[config.mk]
export PLATFORM = sky130hd
export DESIGN_NAME = ttb_queue
export DESIGN_NICKNAME = d
export VERILOG_FILES = /design/src/hw/rtl/ttb_pkg.sv /design/src/hw/rtl/ttb_queue.sv
export SDC_FILE = /design/constraint.sdc
export NUM_CORES = 1
export LEC_CHECK = 0
export ABC_AREA = 1
export BUFFER_PORTS_ARGS = -buffer_cell sky130_fd_sc_hd__buf_2
export CAP_MARGIN = 20
export CORE_MARGIN = 10
export CORE_UTILIZATION = 45
export CTS_BUF_LIST = sky130_fd_sc_hd__clkbuf_4 sky130_fd_sc_hd__clkbuf_8 sky130_fd_sc_hd__clkbuf_16
export DETAILED_ROUTE_END_ITERATION = 6
export HOLD_SLACK_MARGIN = 0.03
export PLACE_DENSITY = 0.73
export SETUP_SLACK_MARGIN = 0.15
export SLEW_MARGIN = 5
export SYNTH_ARGS = -nofsm -noshare
export SYNTH_HDL_FRONTEND = slang
export SYNTH_SLANG_ARGS = --single-unit
[constraint.sdc]
create_clock -name clk_i -period 11.75 [get_ports clk_i]
set_clock_uncertainty 0.2 [all_clocks]
set_input_delay 2.35 -clock clk_i [delete_from_list [all_inputs] [get_ports clk_i]]
set_output_delay 2.35 -clock clk_i [all_outputs]
set_load 0.005 [all_outputs]
[src/hw/rtl/ttb_pkg.sv]
// Shared types and constants for the triangle tangent/bitangent unit.
package ttb_pkg;

  localparam int unsigned CoordW  = 16;
  localparam int unsigned DeltaW  = 17;
  localparam int unsigned NumW    = 35;   // products of deltas, differences of two
  localparam int unsigned DetW    = 35;
  localparam int unsigned OutW    = 32;
  localparam int unsigned QW      = 58;   // quotient width before saturation
  localparam int unsigned DivSteps = 58;
  localparam int unsigned NumComp = 6;
  localparam int unsigned QueueDepth = 2;

  // One triangle's work, from the front end to the divider back end.
  typedef struct packed {
    logic signed [NumW-1:0] num_tx;
    logic signed [NumW-1:0] num_ty;
    logic signed [NumW-1:0] num_tz;
    logic signed [NumW-1:0] num_bx;
    logic signed [NumW-1:0] num_by;
    logic signed [NumW-1:0] num_bz;
    logic signed [DetW-1:0] det;
  } tri_job_t;

  typedef struct packed {
    logic                   valid;
    logic                   stall;
  } hs_t;

endpackage

[src/hw/rtl/ttb_queue.sv]
// Two-entry request queue between front end and divider back end.
module ttb_queue import ttb_pkg::*; (
  input  logic     clk_i,
  input  logic     rst_ni,
  input  logic     wr_valid_i,
  output logic     wr_stall_o,
  input  tri_job_t wr_data_i,
  output logic     rd_valid_o,
  input  logic     rd_stall_i,
  output tri_job_t rd_data_o
);

  tri_job_t   mem_q [QueueDepth];
  logic       wp_q, rp_q;
  logic [1:0] cnt_q;
  logic       wr, rd;

  assign wr_stall_o = (cnt_q == 2'(QueueDepth));
  assign rd_valid_o = (cnt_q != 2'd0);
  assign rd_data_o  = mem_q[rp_q];
  assign wr = wr_valid_i & ~wr_stall_o;
  assign rd = rd_valid_o & ~rd_stall_i;

  always_ff @(posedge clk_i) begin
    if (wr) mem_q[wp_q] <= wr_data_i;
  end

  always_ff @(posedge clk_i or negedge rst_ni) begin
    if (!rst_ni) begin
      wp_q  <= 1'b0;
      rp_q  <= 1'b0;
      cnt_q <= 2'd0;
    end else begin
      if (wr) wp_q <= ~wp_q;
      if (rd) rp_q <= ~rp_q;
      cnt_q <= cnt_q + {1'b0, wr} - {1'b0, rd};
    end
  end

  assert property (@(posedge clk_i) disable iff (!rst_ni) cnt_q <= 2'(QueueDepth))
    else $error("queue count overrun");
  assert property (@(posedge clk_i) disable iff (!rst_ni)
    (cnt_q == 2'd0) |-> (wp_q == rp_q)) else $error("empty queue pointers differ");
  assert property (@(posedge clk_i) disable iff (!rst_ni)
    (cnt_q == 2'(QueueDepth)) |-> (wp_q == rp_q)) else $error("full queue pointers differ");

endmodule

==> results.txt, run 1 <==
----------------------------------------------------
[Status]
  Outcome ... finished clean

[Run]
  # Max-Cap Violations ... 0

[Floorplanning]
  Die Wd ... 220.2 µm
  Std cell rows ... 73
  Overall die height ... 220.2 µm
  Initial cell density of the core ... 45.48%
  IO Count ... 496
  DIE AREA ... 48470 µm²
  Core Region ... 39640 µm²

[Clock network]
  Buffers from clock root to sink, at most ... 3
  Worst skew pair latency ... 580 ps
  CTS H-Tree Depth ... 2
  CTS tree ... yes
  Number of hold-repair buffers added at the cts stage ... 0
  Number of sinks on the clock net ... 494
  Buffer cell driving the clock tree root ... clkbuf_16
  Total CTS buffers ... 51
  Clock-pin transition on the worst setup and hold timing paths ... 60 ps
  Count of buffers added by post-CTS timing repair for setup ... 0
  Post_cts resized ... 0

[Min path]
  Hold crit path type ... reg -> reg
  Count of cells along the worst hold path ... 2
  Hold path startpoint ... wp_q

[STA]
  Period minus WS final ... 6033 ps
  Hold Vio Cnt, Final ... 0
  Final hold slack ... 286.7 ps
  Final-layout setup total negative slack ... 0 ps
  Max Freq ... 165.8 MHz
  Setup repair after global routing missed its margin ... no
  Worst-Margin Slew ... 1052 ps
  Remaining max-slew budget at the tightest pin ... 29.87%
  Number of max-slew violations in the final report ... 0
  Final setup viols ... 0
  Fraction of the cycle the final worst path needs ... 51.35%

[Detailed routing]
  Antenna viol nets, final ... 0
  Vias per std cell ... 4.821
  Drt drc ... 0
  Final wirelength ... 46.71 mm
  Average wire length per cell after detail routing ... 19.50 µm
  Number of iterations in the first detailed-routing pass ... 5
  Overall via count from detail_route ... 11546
  Detailed Route Iter0 Violations ... 945

[Critical path]
  Number of cell instances on the worst register-to-register path ... 4
  Maximum fanout count along the critical path ... 158
  Launching instance or port of the critical path ... rp_q
  Arrival @ worst endpoint ... 3480 ps
  Category of the worst setup path launch point ... register
  Endpoint type of the worst setup path ... output port
  Worst Path Required ... 9200 ps
  CP Class ... reg -> out
  Register-to-register setup slack ... 8680 ps
  Launch instance of the worst register-to-register path ... cnt_q[1]

[Pwr]
  Leakage power ... 9.765 nW
  Power per Cell Area ... 253.4 nW/µm²
  Reported net switching power ... 1.863 mW
  Fraction of power consumed by combinational cells ... 28.2%
  IR Drop Worst-Case VDD ... 0.1953 mV
  Clock group share of total power ... 27.7%
  Switching share of total power ... 32.47%
  Internal Power ... 3.875 mW
  Fraction of power consumed by sequential logic ... 44.1%

[Placement]
  Post-detailed-placement half-perimeter wirelength ... 31.64 mm
  RD Place Congestion ... 0.8959
  DP Cell Count ... 2288
  Number of buffers inserted by port buffering ... 495
  Placed Instance Area ... 20940 µm²

[Global routing]
  GR met3 Demand/Resource ... 8.166%
  Largest net degree at the start of global routing ... 159
  GRT busiest layer ... met2
  Number of global-route vias before repair ... 11398
  GRT met1 Usage ... 20.77%
  Total congestion overflow after global routing ... 0
  Tot GR Track Use ... 18.42%
  Grt met2 use ... 31.08%
  Initial antenna violation count ... 18
  Wire length of the first global-routing pass ... 67.79 mm

[Layout]
  Most frequent standard cell in the layout excluding fill and tap cells ... nand2_1
  Final core area utilization ... 57.12%
  Number of inserted filler cells in the final layout ... 3140
  Final Instance Area ... 22640 µm²
  Post-layout net count ... 2067
  Area used by multi-input combinational logic ... 2859 µm²
  Top library cells by usage in the layout, fill and taps aside ... nand2_1, buf_2, edfxtp_1
  Area of all sequential standard cells ... 14820 µm²
  Number of standard cells in the final layout excluding fillers ... 2395
  Area Overhead vs Synth ... 25.61%
  Fraction of layout cells with a size suffix above 1 ... 32.09%

[Yosys]
  Count of yosys warnings during synthesis ... 0
  Sequential-to-total area share from yosys stat ... 82.18%
  Post-synthesis instance area ... 18030 µm²
  Mapped Avg Cell Area ... 13.73 µm²
  Mapped Nets ... 1564
  Number of storage elements in the synthesis netlist ... 494
  Share of Yosys cell area claimed by the top area cell type ... 81.62%
  Biggest area contributors in the synthesized netlist ... edfxtp_1, nand2_1, buf_2
  Number of distinct library cells after synthesis ... 10
  Gate Count Post-Synth ... 1313
  Library cell occupying the most area in the post-synthesis netlist ... edfxtp_1

----------------------------------------------------
==> cell type report <==
class,instances,area share [%]
antenna,13,0.1437
clock buffer,62,6.133
clock inverter,32,1.271
inverter,11,0.2486
multi-input combinational,754,12.63
sequential,494,65.44
tap,525,2.901
timing repair buffer,504,11.24
==> Yosys cell counts (all sizes together) <==
cell type	n
nor2	1
edfxtp	490
inv	11
ha	2
dfrtp	4
buf	54
nand2	748
nand3	3
==> final timing paths <==
check                            endpoint
max                        rd_data_o[178]
min                                  wp_q
max reg2reg                 mem_q[0][127]
min reg2reg                          wp_q
max in group asynchronous            rp_q
min in group asynchronous        cnt_q[1]
==> through the flow <==
stage / power (mW) / worst slack, ps
after floorplan: 3.490 / 2266
after global placement: 4.179 / 6316
after detailed placement: 4.215 / 6276
after CTS: 5.813 / 5651
after global routing: 6.082 / 5443
final: 5.738 / 5717
==> registers in the layout (all words and copies together) (netlist names) <==
name,count
mem_q,490
cnt_q,2
rp_q,1
wp_q,1
==> power groups by stage <==
stage | combinational [mW] | sequential [mW] | clock, mW
final | 1.62 | 2.53 | 1.59
after global routing | 1.81 | 2.57 | 1.70
after CTS | 1.66 | 2.54 | 1.62
after detailed placement | 1.64 | 2.57 | 0
after global placement | 1.62 | 2.56 | 0
after floorplan | 0.887 | 2.60 | 0
==> layer usage <==
layer / vias up / wire length, µm
met5: - / 101
met4: 16 / 1025
met3: 76 / 5522
met2: 470 / 23320
met1: 5520 / 16750
li1: 5464 / -
==> worst max-delay path, stage by stage (launching register included) <==
cell	delay (ps)
dfrtp_4	780
inv_8	760
buf_4	850
nand2_1	130
nand2_1	140
buf_2	120
==> cells by family (layout without fill, tap and decap cells) <==
group,count (synthesis),count (layout),share of synthesized area (%)
buf+inv,65,609,2.006
other cells,0,13,0
fa+ha+maj,2,2,0.1388
simple gates,752,752,15.68
flops,494,494,82.18
Power figures use the tool's default switching activity.
==> run 2: changes to the inputs <==
--- a/config.mk
+++ b/config.mk
@@ -13,7 +13,7 @@
 export CTS_BUF_LIST = sky130_fd_sc_hd__clkbuf_4 sky130_fd_sc_hd__clkbuf_8 sky130_fd_sc_hd__clkbuf_16
 export DETAILED_ROUTE_END_ITERATION = 6
 export HOLD_SLACK_MARGIN = 0.03
-export PLACE_DENSITY = 0.73
+export PLACE_DENSITY = 0.7
 export SETUP_SLACK_MARGIN = 0.15
 export SLEW_MARGIN = 5
 export SYNTH_ARGS = -nofsm -noshare
==> constraint.sdc (replaced) <==
create_clock -name clk_i -period 5.65 [get_ports clk_i]
set_clock_uncertainty 0.2 [all_clocks]
set_input_delay 1.13 -clock clk_i [delete_from_list [all_inputs] [get_ports clk_i]]
set_output_delay 1.13 -clock clk_i [all_outputs]
set_load 0.005 [all_outputs]
==> run 2 against run 1 <==
Setup slack worse by 4300 ps. Non-clock buffer count up 2. Highest routed layer unchanged. Power up 110%. Sequential cell count unchanged. First-iteration DRC count down 2.8%. Sequential share of layout area up 0.17 points.
==> results.txt, run 2 (same netlist as run 1, synthesis figures left out) <==
----------------------------------------------------
[Pwr]
  Fraction of power consumed by combinational cells ... 28.9% (+0.7 points)
  Internal Power ... 7.981 mW (+110%)
  Reported net switching power ... 3.821 mW (+110%)
  Leakage power ... 9.721 nW (-0.46%)
  Power Total ... 11.80 mW (+110%)
  Clock group share of total power ... 26.7% (-1.0 points)
  Switching share of total power ... 32.38% (-0.093 points)
  IR Drop Worst-Case VDD ... 0.3400 mV (+74%)
  Power per Cell Area ... 522.5 nW/µm² (+110%)
  Fraction of power consumed by sequential logic ... 44.4% (+0.3 points)

[Critical path]
  Worst Path Required ... 4320 ps (-4880 ps)
  Endpoint type of the worst setup path ... output port
  CP Class ... reg -> out
  Worst r2r dst ... mem_q[0][205]
  Maximum fanout count along the critical path ... 106 (-33%)
  Number of cell instances on the worst register-to-register path ... 5 (+1)
  Arrival @ worst endpoint ... 2950 ps (-530 ps)
  Launch instance of the worst register-to-register path ... wp_q
  Register-to-register setup slack ... 2580 ps (-6100 ps)
  Category of the worst setup path launch point ... register

[STA]
  Setup repair after global routing missed its margin ... no
  Number of max-slew violations in the final report ... 0 (unchanged)
  Final setup viols ... 0 (unchanged)
  Final-layout setup total negative slack ... 0 ps (unchanged)
  Fraction of the cycle the final worst path needs ... 75.76%
  Hold Vio Cnt, Final ... 0 (unchanged)
  Worst-Margin Slew ... 1014 ps (-37.50 ps)
  Remaining max-slew budget at the tightest pin ... 32.37% (+2.5 points)
  Period minus WS final ... 4281 ps
  Max Freq ... 233.6 MHz
  Final hold slack ... 171.3 ps (-115.4 ps)

[Placement]
  Post-detailed-placement half-perimeter wirelength ... 31.52 mm (-0.40%)
  Number of buffers inserted by port buffering ... 495 (unchanged)
  RD Place Congestion ... 0.7884 (-12%)

[Run]
  # Max-Cap Violations ... 0 (unchanged)

[Floorplanning]
  Initial cell density of the core ... 45.48% (unchanged)
  IO Count ... 496 (unchanged)
  Die Wd ... 220.2 µm (unchanged)
  Core Region ... 39640 µm² (unchanged)
  DIE AREA ... 48470 µm² (unchanged)
  Overall die height ... 220.2 µm (unchanged)
  Std cell rows ... 73 (unchanged)

[Layout]
  Top Registers ... mem_q (490), cnt_q (2)
  Area Overhead vs Synth ... 25.29%
  Top library cells by usage in the layout, fill and taps aside ... nand2_1, buf_2, edfxtp_1
  Area of all sequential standard cells ... 14820 µm² (unchanged)
  Final core area utilization ... 56.98% (-0.15 points)
  Most flop-heavy register ... mem_q
  Area used by multi-input combinational logic ... 2864 µm² (+0.18%)
  Post-layout net count ... 2067 (unchanged)
  Number of inserted filler cells in the final layout ... 3157 (+0.54%)
  Most frequent standard cell in the layout excluding fill and tap cells ... nand2_1
  Flip-flop count of the largest register after layout ... 490 (unchanged)
  Fraction of layout cells with a size suffix above 1 ... 31.89% (-0.20 points)

[Status]
  Outcome ... finished clean

[Clock network]
  Total CTS buffers ... 49 (-3.9%)
  Buffers from clock root to sink, at most ... 3 (unchanged)
  Clock-pin transition on the worst setup and hold timing paths ... 60 ps (about the same)
  Post_cts resized ... 0 (unchanged)
  CTS tree ... yes
  Buffer cell driving the clock tree root ... clkbuf_16
  CTS H-Tree Depth ... 2 (unchanged)
  Worst skew pair latency ... 570 ps (about the same)
  Count of buffers added by post-CTS timing repair for setup ... 0 (unchanged)
  Number of hold-repair buffers added at the cts stage ... 0 (unchanged)
  Number of sinks on the clock net ... 494 (unchanged)

[Detailed routing]
  Average wire length per cell after detail routing ... 19.23 µm (-1.4%)
  Detailed Route Iter0 Violations ... 919 (-2.8%)
  Drt drc ... 0 (unchanged)
  Number of iterations in the first detailed-routing pass ... 4 (-1)
  Antenna viol nets, final ... 0 (unchanged)
  Vias per std cell ... 4.815 (-0.12%)
  Overall via count from detail_route ... 11523 (-0.20%)
  Final wirelength ... 46.01 mm (-1.5%)

[Global routing]
  Initial antenna violation count ... 23 (+5)
  Wire length of the first global-routing pass ... 67.24 mm (-0.80%)
  Number of global-route vias before repair ... 11767 (+3.2%)
  Largest net degree at the start of global routing ... 128 (-19%)
  Tot GR Track Use ... 18.21% (-0.21 points)
  Total congestion overflow after global routing ... 0 (unchanged)

[Min path]
  Hold crit path type ... in -> async

----------------------------------------------------
run 2: how the worst max path moves through the flow:
stage / start / to / slack, ps / cells after the start
finish: rp_q / rd_data_o[35] / 1370 / 5
global route: rp_q / rd_data_o[35] / 1150 / 5
floorplan: wr_valid_i / mem_q[1][0] / 150 / 2
detailed placement: wr_valid_i / mem_q[0][218] / 1880 / 5
global placement: wr_valid_i / mem_q[0][224] / 1870 / 5
CTS: rp_q / rd_data_o[35] / 1320 / 5
run 2: area by class of cell:
type                    instances  share of cell area, %
repair buffers                506                  11.50
well taps                     525                  2.908
inverters                      11                 0.2216
flip-flops and latches        494                  65.60
multi-input cells             754                  12.68
diodes                         15                 0.1662
clock inverters                25                  1.025
clock buffers                  63                  5.894
run 2: through the flow:
step	instance area [µm²]	std cells	worst slack, ps
2_1_floorplan	18040	1313	149.7
3_3_place_gp	20990	2290	1870
3_5_place_dp	20990	2290	1879
4_1_cts	22550	2378	1322
5_1_grt	22580	2390	1153
6_report	22590	2393	1369
run 2: critical path, cell delays in order (launching register included):
cell and delay [ps]:
dfrtp_4 720, inv_6 700, buf_12 440, nand2_1 120, nand2_1 120, buf_2 120
run 2: power groups by stage:
stage	clock network [mW]	registers (mW)	logic [mW]
2_1_floorplan	0	5.32	1.85
3_3_place_gp	0	5.29	3.46
3_5_place_dp	0	5.32	3.48
4_1_cts	3.22	5.24	3.50
5_1_grt	3.36	5.31	3.83
6_report	3.15	5.24	3.41
run 2: per-layer routing:
layer  GRT usage (%)  part of all wire (%)
met2           30.60                    50
met5               0                  0.25
met1           20.52                    36
met4           7.510                   2.8
met3           7.060                    11
